### config.mk
export PLATFORM = sky130hd
export DESIGN_NAME = pip_ram
export DESIGN_NICKNAME = d
export VERILOG_FILES = /design/src/pip_ram.sv
export SDC_FILE = /design/constraint.sdc
export NUM_CORES = 2
export LEC_CHECK = 0
export ABC_AREA = 1
export BUFFER_PORTS_ARGS = -buffer_cell sky130_fd_sc_hd__buf_4
export CAP_MARGIN = 30
export CORE_MARGIN = 2
export CORE_UTILIZATION = 40
export DETAILED_ROUTE_END_ITERATION = 12
export PLACE_DENSITY = 0.64
export SETUP_SLACK_MARGIN = 0.5
export SLEW_MARGIN = 40
export SYNTH_ARGS = -nofsm -noshare
export SYNTH_HDL_FRONTEND = slang
export SYNTH_SLANG_ARGS = --single-unit
### constraint.sdc
create_clock -name clk -period 9.85 [get_ports clk]
set_input_delay 1.97 -clock clk [delete_from_list [all_inputs] [get_ports clk]]
set_output_delay 1.97 -clock clk [all_outputs]
set_load 0.05 [all_outputs]
### src/pip_ram.sv
// Generic single-port-write, single-port-read RAM with registered read data.
// No dependencies.
`timescale 1ns / 1ps
`default_nettype none

module pip_ram #(
	parameter int WIDTH = 56,
	parameter int DEPTH = 64
) (
	input  wire logic                     clk,
	input  wire logic                     we,
	input  wire logic [$clog2(DEPTH)-1:0] waddr,
	input  wire logic [WIDTH-1:0]         wdata,
	input  wire logic [$clog2(DEPTH)-1:0] raddr,
	output logic      [WIDTH-1:0]         rdata
);

	logic [WIDTH-1:0] mem [DEPTH];

	// write port and registered read port
	always_ff @(posedge clk) begin
		if (we) begin
			mem[waddr] <= wdata;
		end
		rdata <= mem[raddr];
	end

endmodule

`default_nettype wire

==> metrics.txt <==
status=completed; Crit Path Class=in2reg; Area Growth Syn to Fin=12.1%; Yosys cell types=14; crit path capture type=register; post-route cell area=0.162 sq mm; Final GP Congestion=0.805; initial antenna violation count=36; Hold Fails Final Rpt=0; Clock power frac=0.402; core box area=0.359 sq mm; Peak VDD IR=~0.00018 V; Non-Filler Instances=16800; clock-pin slew on the worst setup and hold paths=60 ps; Overflow after GRT=0; Synth area leader=edfxtp_1; Yosys reg bits=3640; CTS Root Cell=clkbuf_16; fillcell total=32000; port bufs=125; post-CTS setup buffers=0; DRC=0; Gates resized, CTS repair=0; Tmin final=4540 ps; Hold EP=rdata[52]; htree depth=5; cell count after synthesis=between 10000 and 15000; hold_buf cts=0; die height=~600 um; Max Slew Vio Count=0; # rows=220; Synth area leaders=edfxtp_1 (75%), nand3_1 (12%), nand2_1 (10%), buf_2 (1.6%), dfxtp_1 (0.78%); post-synthesis sequential area ratio=0.754; transition time of the tightest slew-check pin=around 1000 ps; DR iter-0 viols=12100; hold crit path type=reg2reg; DRT Pass-1 Iters=6; share of cells above drive strength 1=0.0746; crit path max fanout=25; DIE WIDTH=between 600 and 700 um; register area=between 0.1 and 0.15 sq mm; Detail Route Antenna Nets=0; dpl cell area=0.151 sq mm; Final Routed Wirelength=438000 um; CTS Buf Count=approximately 350; setup_tns=0 ps; Comb power frac=0.061; Clock Latency Late Sink=920 ps; Wirelength per Cell=around 26 um; share of the synthesized area in the top cell type=0.747; IO Count=126; R2R cell count=8; total track usage=0.234; number of global-route vias before repair=87400; unrepaired setup endpoints after global routing=false; P_sw=about 7.2 mW; Tcrit/Tclk final=0.461; first-pass GRT wire length=between 600000 and 700000 um; flop2flop setup slack=8160 ps; final net count=roughly 12000; yosys warns=0; sw frac=0.226; Syn Area/Cell=12.2 sq um; Fmax achieved=between 200 and 250 MHz; worst rel slew slack=0.352; Layout Skew=between 40 and 50 ps; Detail Placement HPWL=216000 um; Die ar.=0.365 sq mm; Final setup viols=0; largest net degree at the start of global routing=197; initial core utilization=0.402; Via-to-Cell Ratio=5.64; multi-input gate area in the final layout=approximately 0.032 sq mm; CP startpoint kind=primary input; WHS Path Cells=8; Pwr per Cell Area=between 150 and 200 mW/mm^2; r2r endpoint=rdata[42]; CTS Buffer Depth=4; Worst EP required=10390 ps; clk sinks=between 3000 and 4000; Inst Count DP=between 15000 and 20000; Vias=94600; leakage=roughly 56 nW; arrival time at the worst endpoint=5080 ps; Max Cap Viol=0; syn nets=about 12000; register share of total power=0.538; worst hold start=mem[42][52]; CTS tree=yes; Internal=about 25 mW; Syn Std Cell Area=around 0.14 sq mm; RR Startpoint=mem[7][42]
## kinds of logic (layout without fill, tap and decap cells)
family | Yosys count | in the layout | share of synthesized area
simple gates | 7350 | 7350 | 0.221
flops | 3640 | 3640 | 0.754
buf+inv | 797 | 987 | 0.0251
other cells | 0 | 19 | 0
## sequential cells by signal, summed over array words and instances (netlist names)
register	cells
mem	3584
rdata	56
## how the worst max path moves through the flow
stage	from	to	slack (ps)	depth (start not counted)
after floorplan	we	mem[48][0]	1390	3
after global placement	waddr[1]	mem[9][32]	4200	5
after detailed placement	waddr[1]	mem[60][16]	4290	6
after CTS	waddr[1]	mem[60][16]	5250	6
after global routing	raddr[2]	rdata[26]	5340	10
final	waddr[1]	mem[57][23]	5310	7
## critical path, cell delays in order
cell,delay (ps)
buf_4,180
inv_1,260
nand4_1,540
buf_4,390
nor2_4,520
buf_4,640
buf_4,520
## final cells by class
cell class / instances / area share
Sequential cell: 3640 / 0.673
Multi-Input combinational cell: 7350 / 0.200
Clock buffer: 457 / 0.0579
Tap cell: 4773 / 0.0370
Timing Repair Buffer: 362 / 0.0230
Clock inverter: 156 / 0.00811
Inverter: 12 / 0.000620
Antenna cell: 19 / 0.000294
## power groups by stage
stage	Clock [mW]	Combinational, mW	Sequential, mW
2_1_floorplan	0	1.03	17.6
3_5_place_dp	0	1.91	17.6
6_report	12.9	1.94	17.2
3_3_place_gp	0	1.88	17.6
5_1_grt	13.6	2.09	17.2
4_1_cts	13.0	1.92	17.2
## layout by cell type (no fill, tap or decap), drive strengths merged
cell	instances
nand4	9
clkinv	117
clkinvlp	11
inv	20
edfxtp	3584
buf	361
clkbuf	458
dfxtp	56
diode	19
nand2	3956
nor2	56
nor4	8
bufinv	20
nand3	3321
## metrics by stage
stage | utilization | worst slack, ps | power, mW | hold slack [ps]
after floorplan | - | 1390 | 18.6 | 721
after CTS | 0.449 | 5250 | 32.1 | 792
after global routing | 0.450 | 5340 | 32.9 | 879
after detailed placement | 0.420 | 4290 | 19.5 | 781
after global placement | 0.418 | 4200 | 19.4 | 786
final | 0.450 | 5310 | 32.0 | 791
## synthesized netlist by cell type
| library cell | number |
|---|---|
| dfxtp_1 | 56 |
| nand2_1 | 3956 |
| nand4_1 | 9 |
| nor4_1 | 8 |
| inv_2 | 4 |
| nor2_1 | 56 |
| clkbuf_1 | 233 |
| inv_1 | 8 |
| buf_2 | 453 |
| buf_1 | 83 |
| buf_4 | 15 |
| buf_6 | 1 |
| edfxtp_1 | 3584 |
| nand3_1 | 3321 |
## routing by layer
layer | GRT usage | routed length [um] | vias to the layer above
met5 | 0 | 65 | -
met4 | 0.0974 | 19900 | 10
met3 | 0.0378 | 40900 | 972
met2 | 0.387 | 211000 | 4934
met1 | 0.307 | 166000 | 46900
li1 | - | - | 41800
Note: power is estimated with default switching activity, not from simulation.
